[config.mk]
export PLATFORM = sky130hd
export DESIGN_NAME = quick_sort_records
export DESIGN_NICKNAME = d
export VERILOG_FILES = /design/src/hdl/qsr_pkg.sv /design/src/hdl/qsr_ram.sv /design/src/hdl/quick_sort_records.sv
export SDC_FILE = /design/constraint.sdc
export NUM_CORES = 2
export LEC_CHECK = 0
export BUFFER_PORTS_ARGS = -buffer_cell sky130_fd_sc_hd__buf_4
export CAP_MARGIN = 10
export CORE_UTILIZATION = 30
export DETAILED_ROUTE_END_ITERATION = 10
export GPL_TIMING_DRIVEN = 1
export HOLD_SLACK_MARGIN = 0.02
export PLACE_DENSITY = 0.42
export SKIP_LAST_GASP = 1
export SYNTH_ARGS = -nofsm -noshare
export SYNTH_HDL_FRONTEND = slang
export SYNTH_SLANG_ARGS = --single-unit
export TNS_END_PERCENT = 5
[constraint.sdc]
create_clock -name clk_i -period 6.54 [get_ports clk_i]
set_clock_uncertainty 0.15 [all_clocks]
set_input_delay 0.654 -clock clk_i [delete_from_list [all_inputs] [get_ports clk_i]]
set_output_delay 0.654 -clock clk_i [all_outputs]
set_load 0.02 [all_outputs]
[src/hdl/qsr_pkg.sv]
// Shared record layout and field widths for the record sorter.
package qsr_pkg;

  localparam int unsigned KEY_W = 32;
  localparam int unsigned PAY_W = 8;
  localparam int unsigned REC_W = KEY_W + PAY_W;

  typedef struct packed {
    logic signed [KEY_W-1:0] key;
    logic        [PAY_W-1:0] payload;
  } rec_t;

endpackage

[src/hdl/qsr_ram.sv]
// Single-port-write, single-port-read synchronous RAM with registered read data.
module qsr_ram #(
  parameter int unsigned Width = 8,
  parameter int unsigned Depth = 4
) (
  input  logic                     clk_i,
  input  logic                     we_i,
  input  logic [$clog2(Depth)-1:0] waddr_i,
  input  logic [Width-1:0]         wdata_i,
  input  logic [$clog2(Depth)-1:0] raddr_i,
  output logic [Width-1:0]         rdata_o
);

  logic [Width-1:0] mem_q [Depth];
  logic [Width-1:0] rdata_q;

  always_ff @(posedge clk_i) begin
    if (we_i) begin
      mem_q[waddr_i] <= wdata_i;
    end
    rdata_q <= mem_q[raddr_i];
  end

  assign rdata_o = rdata_q;

endmodule

[src/hdl/quick_sort_records.sv]
// Top level of the record sorter: load, in-memory quicksort and ordered emission.
//
// Records are taken one per cycle while busy is low; a record arriving with
// the store full is dropped and flags truncated_o on every result of the batch.
// The request flagged last starts the sort, and busy falls as the final sorted
// record is presented. All records live in one synchronous RAM with a single
// read port, and that port sets the sort time: each key comparison needs one
// read, and every partitioned range adds the stack pop, pivot fetch, pivot
// placement and the two pushes. Input that is already ordered is the slowest
// case. Emission then delivers one record per cycle, strobe_o high for exactly
// one cycle per record, with each record read in the cycle before its strobe;
// the receiver cannot stall it. No clearing pass follows reset.
module quick_sort_records #(
  parameter int unsigned N = 64
) (
  input  logic                     clk_i,
  input  logic                     rst_ni,
  input  logic                     start,
  output logic                     busy,
  input  logic signed [31:0]       key_i,
  input  logic        [7:0]        payload_i,
  input  logic                     last_i,
  output logic                     strobe_o,
  output logic signed [31:0]       key_res_o,
  output logic        [7:0]        payload_res_o,
  output logic                     last_res_o,
  output logic                     truncated_o
);

  localparam int unsigned IW = $clog2(N);
  localparam int unsigned CW = $clog2(N + 1);
  localparam int unsigned SW = 2 * IW;

  typedef enum logic [3:0] {
    ST_LOAD,
    ST_INIT,
    ST_POP,
    ST_POPW,
    ST_PIV,
    ST_SCANB,
    ST_SCANA,
    ST_PLACE,
    ST_PUSHR,
    ST_EMIT
  } state_e;

  state_e state_q, state_d;
  logic [CW-1:0] cnt_q, cnt_d;
  logic [CW-1:0] sp_q, sp_d;
  logic          ovf_q, ovf_d;
  logic [IW-1:0] lo_q, lo_d, hi_q, hi_d, a_q, a_d, b_q, b_d, idx_q, idx_d;
  qsr_pkg::rec_t piv_q, piv_d;
  logic          strobe_q, strobe_d, last_q, last_d, trunc_q, trunc_d;

  logic                        s_we;
  logic [IW-1:0]               s_waddr, s_raddr;
  logic [qsr_pkg::REC_W-1:0]   s_wdata, s_rdata;
  logic                        k_we;
  logic [IW-1:0]               k_waddr, k_raddr;
  logic [SW-1:0]               k_wdata, k_rdata;

  qsr_pkg::rec_t rd_rec;
  logic [CW-1:0] cnt_m1, sp_m1;
  logic          left_ok, right_ok;

  qsr_ram #(.Width(qsr_pkg::REC_W), .Depth(N)) u_store (
    .clk_i   (clk_i),
    .we_i    (s_we),
    .waddr_i (s_waddr),
    .wdata_i (s_wdata),
    .raddr_i (s_raddr),
    .rdata_o (s_rdata)
  );

  qsr_ram #(.Width(SW), .Depth(N)) u_stack (
    .clk_i   (clk_i),
    .we_i    (k_we),
    .waddr_i (k_waddr),
    .wdata_i (k_wdata),
    .raddr_i (k_raddr),
    .rdata_o (k_rdata)
  );

  assign rd_rec   = qsr_pkg::rec_t'(s_rdata);
  assign cnt_m1   = cnt_q - CW'(1);
  assign sp_m1    = sp_q - CW'(1);
  assign left_ok  = {1'b0, a_q} >= ({1'b0, lo_q} + (IW + 1)'(2));
  assign right_ok = ({1'b0, a_q} + (IW + 1)'(2)) <= {1'b0, hi_q};

  always_comb begin
    state_d  = state_q;
    cnt_d    = cnt_q;
    sp_d     = sp_q;
    ovf_d    = ovf_q;
    lo_d     = lo_q;
    hi_d     = hi_q;
    a_d      = a_q;
    b_d      = b_q;
    idx_d    = idx_q;
    piv_d    = piv_q;
    strobe_d = 1'b0;
    last_d   = 1'b0;
    trunc_d  = trunc_q;
    s_we     = 1'b0;
    s_waddr  = a_q;
    s_wdata  = s_rdata;
    s_raddr  = b_q;
    k_we     = 1'b0;
    k_waddr  = sp_q[IW-1:0];
    k_wdata  = {lo_q, hi_q};
    k_raddr  = sp_m1[IW-1:0];
    unique case (state_q)
      ST_LOAD: begin
        if (start) begin
          if (cnt_q < CW'(N)) begin
            s_we    = 1'b1;
            s_waddr = cnt_q[IW-1:0];
            s_wdata = {key_i, payload_i};
            cnt_d   = cnt_q + CW'(1);
          end else begin
            ovf_d = 1'b1;
          end
          if (last_i) begin
            state_d = ST_INIT;
          end
        end
      end
      ST_INIT: begin
        if (cnt_q >= CW'(2)) begin
          k_we    = 1'b1;
          k_waddr = '0;
          k_wdata = {IW'(0), cnt_m1[IW-1:0]};
          sp_d    = CW'(1);
          state_d = ST_POP;
        end else begin
          idx_d   = '0;
          state_d = ST_EMIT;
        end
      end
      ST_POP: begin
        if (sp_q == '0) begin
          idx_d   = '0;
          state_d = ST_EMIT;
        end else begin
          sp_d    = sp_m1;
          state_d = ST_POPW;
        end
      end
      ST_POPW: begin
        lo_d    = k_rdata[SW-1:IW];
        hi_d    = k_rdata[IW-1:0];
        a_d     = k_rdata[SW-1:IW];
        b_d     = k_rdata[IW-1:0];
        s_raddr = k_rdata[SW-1:IW];
        state_d = ST_PIV;
      end
      ST_PIV: begin
        piv_d   = rd_rec;
        s_raddr = b_q;
        state_d = ST_SCANB;
      end
      ST_SCANB: begin
        if (a_q >= b_q) begin
          state_d = ST_PLACE;
        end else if (rd_rec.key >= piv_q.key) begin
          b_d     = b_q - IW'(1);
          s_raddr = b_q - IW'(1);
        end else begin
          s_we    = 1'b1;
          s_waddr = a_q;
          a_d     = a_q + IW'(1);
          s_raddr = a_q + IW'(1);
          state_d = ST_SCANA;
        end
      end
      ST_SCANA: begin
        if (a_q >= b_q) begin
          state_d = ST_PLACE;
        end else if (rd_rec.key <= piv_q.key) begin
          a_d     = a_q + IW'(1);
          s_raddr = a_q + IW'(1);
        end else begin
          s_we    = 1'b1;
          s_waddr = b_q;
          b_d     = b_q - IW'(1);
          s_raddr = b_q - IW'(1);
          state_d = ST_SCANB;
        end
      end
      ST_PLACE: begin
        s_we    = 1'b1;
        s_waddr = a_q;
        s_wdata = piv_q;
        if (left_ok) begin
          k_we    = 1'b1;
          k_wdata = {lo_q, a_q - IW'(1)};
          sp_d    = sp_q + CW'(1);
        end
        state_d = ST_PUSHR;
      end
      ST_PUSHR: begin
        if (right_ok) begin
          k_we    = 1'b1;
          k_wdata = {a_q + IW'(1), hi_q};
          sp_d    = sp_q + CW'(1);
        end
        state_d = ST_POP;
      end
      ST_EMIT: begin
        s_raddr  = idx_q;
        strobe_d = 1'b1;
        trunc_d  = ovf_q;
        if (CW'({1'b0, idx_q}) == cnt_m1) begin
          last_d  = 1'b1;
          cnt_d   = '0;
          ovf_d   = 1'b0;
          state_d = ST_LOAD;
        end else begin
          idx_d = idx_q + IW'(1);
        end
      end
      default: begin
        state_d = ST_LOAD;
      end
    endcase
  end

  always_ff @(posedge clk_i or negedge rst_ni) begin
    if (!rst_ni) begin
      state_q  <= ST_LOAD;
      cnt_q    <= '0;
      sp_q     <= '0;
      ovf_q    <= 1'b0;
      strobe_q <= 1'b0;
      last_q   <= 1'b0;
      trunc_q  <= 1'b0;
    end else begin
      state_q  <= state_d;
      cnt_q    <= cnt_d;
      sp_q     <= sp_d;
      ovf_q    <= ovf_d;
      strobe_q <= strobe_d;
      last_q   <= last_d;
      trunc_q  <= trunc_d;
    end
  end

  always_ff @(posedge clk_i) begin
    lo_q  <= lo_d;
    hi_q  <= hi_d;
    a_q   <= a_d;
    b_q   <= b_d;
    idx_q <= idx_d;
    piv_q <= piv_d;
  end

  assign busy          = (state_q != ST_LOAD);
  assign strobe_o      = strobe_q;
  assign key_res_o     = rd_rec.key;
  assign payload_res_o = rd_rec.payload;
  assign last_res_o    = last_q;
  assign truncated_o   = trunc_q;

  a_strobe_after_busy: assert property (@(posedge clk_i) disable iff (!rst_ni)
    strobe_o |-> $past(busy))
    else $error("result strobe without a preceding sort");

  a_last_has_strobe: assert property (@(posedge clk_i) disable iff (!rst_ni)
    last_res_o |-> strobe_o)
    else $error("last flag outside a result cycle");

  a_stack_bound: assert property (@(posedge clk_i) disable iff (!rst_ni)
    sp_q <= CW'(N))
    else $error("range stack overrun");

  a_scan_order: assert property (@(posedge clk_i) disable iff (!rst_ni)
    (state_q == ST_SCANB || state_q == ST_SCANA) |-> (a_q <= b_q))
    else $error("partition pointers crossed");

  a_idle_stack_empty: assert property (@(posedge clk_i) disable iff (!rst_ni)
    !busy |-> (sp_q == '0))
    else $error("range stack not empty while idle");

endmodule

==> metrics.csv <==
metric;value;unit
clock share of power;24.5;%
Syn Inst Count;8619;
global-route wire length before repair;626700;um
Residual DRC;0;
CTS tree;yes;
RR Endpoint;u_store.rdata_o[15];
remaining global-route overflow;0;
vias in the first global route;79763;
CTS Buffer Depth;4;
post-synthesis async set-or-reset flop share;0.6336;%
Tightest Pin Transition;1232;ps
RSZ-0062 raised after global routing;false;
crit path DAT;6900;ps
Via density;5.084;
sequential power share;34.0;%
fin crit share;96.37;%
hpwl dp;273200;um
Primary FF master, synth;edfxtp_1;
number of cell rows;249;
# nets final;9254;
cell area after synthesis;139300;um2
cell-internal power;54.20;mW
Die W;683.4;um
Worst Hold Class;primary input to register;
Finished Core Util;35.89;%
worst r2r src;u_store.rdata_o[39];
core area;461100;um2
Peak Freq;0.1587;GHz
Warnings, synthesis;0;
setup slack, reg-to-reg;240;ps
final WL;446300;um
DR iter-0 viols;6834;
Startpoint Class;register;
Max-Cap Viols;0;
pwr/cell area;537.8;nW/um2
Inserted Clock Buffers;391;
most frequent cells in the layout;edfxtp_1 (3398), nand2_1 (1300), mux2i_1 (693);
final hold violation count;0;
Worst setup EP type;register;
I/O pins;88;
most common cell after layout, fill and taps aside;edfxtp_1;
Leakage Power;55.79;nW
total power;88.98;mW
Sw Share;39.09;%
setup violators final;0;
initial antenna violation count;18;
synthesized flop and latch total;3472;
VDD IR max;0.0004524;V
Die Area;467000;um2
min cycle time layout;6302;ps
Seq/Total Area, Yosys;74.41;%
number of H-tree levels;5;
CP required;7140;ps
EDFF count, synth;3398;
GP Congestion;0.8157;
vias after detailed routing;79426;
critical path type;register to register;
reg2reg path depth;17;
Clock Sinks;3472;
clk slew on worst S/H paths;60;ps
Hold Path End;u_store.mem_q[12][10];
later-pin clock latency in the skew report;1000;ps
worst-path fanout max;31;
root buf cell;clkbuf_16;
Place WS;-114.5;ps
synthesized net count;8726;
fin. max-slew vios;0;
largest net degree at the start of global routing;109;
sum of negative setup slack;0;ps
power share of the combinational group;41.5;%
Max-Slew Margin vs Limit;17.85;%
hold path cells;2;
post-DR wirelength/cell;28.56;um
final hold slack;72.82;ps
Die Ht;683.4;um
Synth cell types;91;
post-route setup slack;237.5;ps
share of cells above drive strength 1;19.21;%
syn avg cell area;16.16;um2
Sw Pwr;34.78;mW
Detailed Routing Iterations Pass 1;6;
ANT nets after route;0;
total track usage;18.55;%
synth-to-layout area growth;18.81;%
port bufs;87;
outcome;completed;
hold_sp;key_i[2];
Initial Utilization;30.20;%
registers in the layout (all words and copies together) (netlist names), 4 cells and up:
| name | cells |
|---|---|
| a_q | 6 |
| cnt_q | 7 |
| u_store.rdata_o | 40 |
| hi_q | 6 |
| u_store.mem_q | 2560 |
| lo_q | 6 |
| sp_q | 7 |
| u_stack.mem_q | 768 |
| b_q | 6 |
| u_stack.rdata_o | 12 |
| piv_q | 40 |
| state_q | 4 |
| idx_q | 6 |
power groups by stage:
stage	Combinational, mW	Sequential (mW)	Clock (mW)
after CTS	37.4	30.3	22.3
after detailed placement	37.3	30.8	0
after floorplan	20.1	30.6	0
after global routing	39.3	30.3	23.0
final	36.9	30.3	21.8
after global placement	36.9	30.8	0
worst max-delay path by stage:
| stage | start | to | slack (ps) | depth (start not counted) |
|---|---|---|---|---|
| after floorplan | u_store.rdata_o[31] | u_store.mem_q[53][0] | 830 | 12 |
| after detailed placement | u_store.rdata_o[39] | u_store.rdata_o[14] | -110 | 17 |
| after global routing | u_store.rdata_o[39] | u_store.rdata_o[15] | 150 | 17 |
| after CTS | u_store.rdata_o[39] | u_store.rdata_o[12] | -90 | 19 |
| after global placement | u_store.rdata_o[39] | u_store.rdata_o[9] | -1510 | 17 |
| final | u_store.rdata_o[39] | u_store.rdata_o[15] | 240 | 17 |
what timing repair did:
action,CTS,global route
hold buffers,5,0
endpoints found under the hold margin,25,0
setup buffers,0,0
gates cloned,0,0
gates resized for setup,1,1
setup endpoints to repair,3,3
cells in the mapped netlist (all sizes together) (144+ instances only):
master | n | area, um2
nor2 | 233 | 877.1
clkbuf | 246 | 924.6
o211ai | 158 | 1196
a21oi | 207 | 1044
a31oi | 207 | 1310
and3 | 160 | 1001
mux2i | 693 | 6937
edfxtp | 3398 | 102000
mux4 | 253 | 5698
nand3 | 359 | 1802
nand2 | 1310 | 4920
buf | 303 | 1674
nand4 | 144 | 919.6
through the flow:
| step | instance area (um2) | cells |
|---|---|---|
| after floorplan | 139300 | 8619 |
| after global placement | 152600 | 14893 |
| after detailed placement | 152600 | 14896 |
| after CTS | 165400 | 15613 |
| after global routing | 165500 | 15618 |
| final | 165500 | 15624 |
cells by family after synthesis:
group	share of synthesized area (%)
flops	74.41
fa+ha+maj	0.5660
mux	10.03
buf+inv	2.141
simple gates	7.819
xor+xnor	0.2201
compound gates	4.820
final cells by class:
cell class / instances / area (um2)
clock inverters: 204 / 2161
multi-input cells: 4496 / 33650
diodes: 9 / 22.52
repair buffers: 684 / 7383
flip-flops and latches: 3472 / 103600
clock buffers: 508 / 10540
fillers: 43435 / 295600
well taps: 6149 / 7694
inverters: 102 / 382.9
critical path: stages (launching register included):
cell and delay (ps):
dfxtp_1 720, ha_1 420, nand2_1 140, o21bai_4 200
a211oi_2 400, buf_8 210, a21oi_2 110, o31a_2 400
o21ai_0 460, o211ai_4 150, buf_12 190, buf_12 170
buf_4 220, nand3_2 140, buf_12 230, a31oi_1 120
or4_1 700, nor4_2 810
metal layers:
metal  share of wire (%)  routed length [um]  GRT usage, %
met5              0.0047                  21             0
met4                 2.4               10750         4.342
met3                 4.3               19190         2.150
met2                  49              218200         31.70
met1                  44              198200         25.27
(Power assumes the default switching activity.)
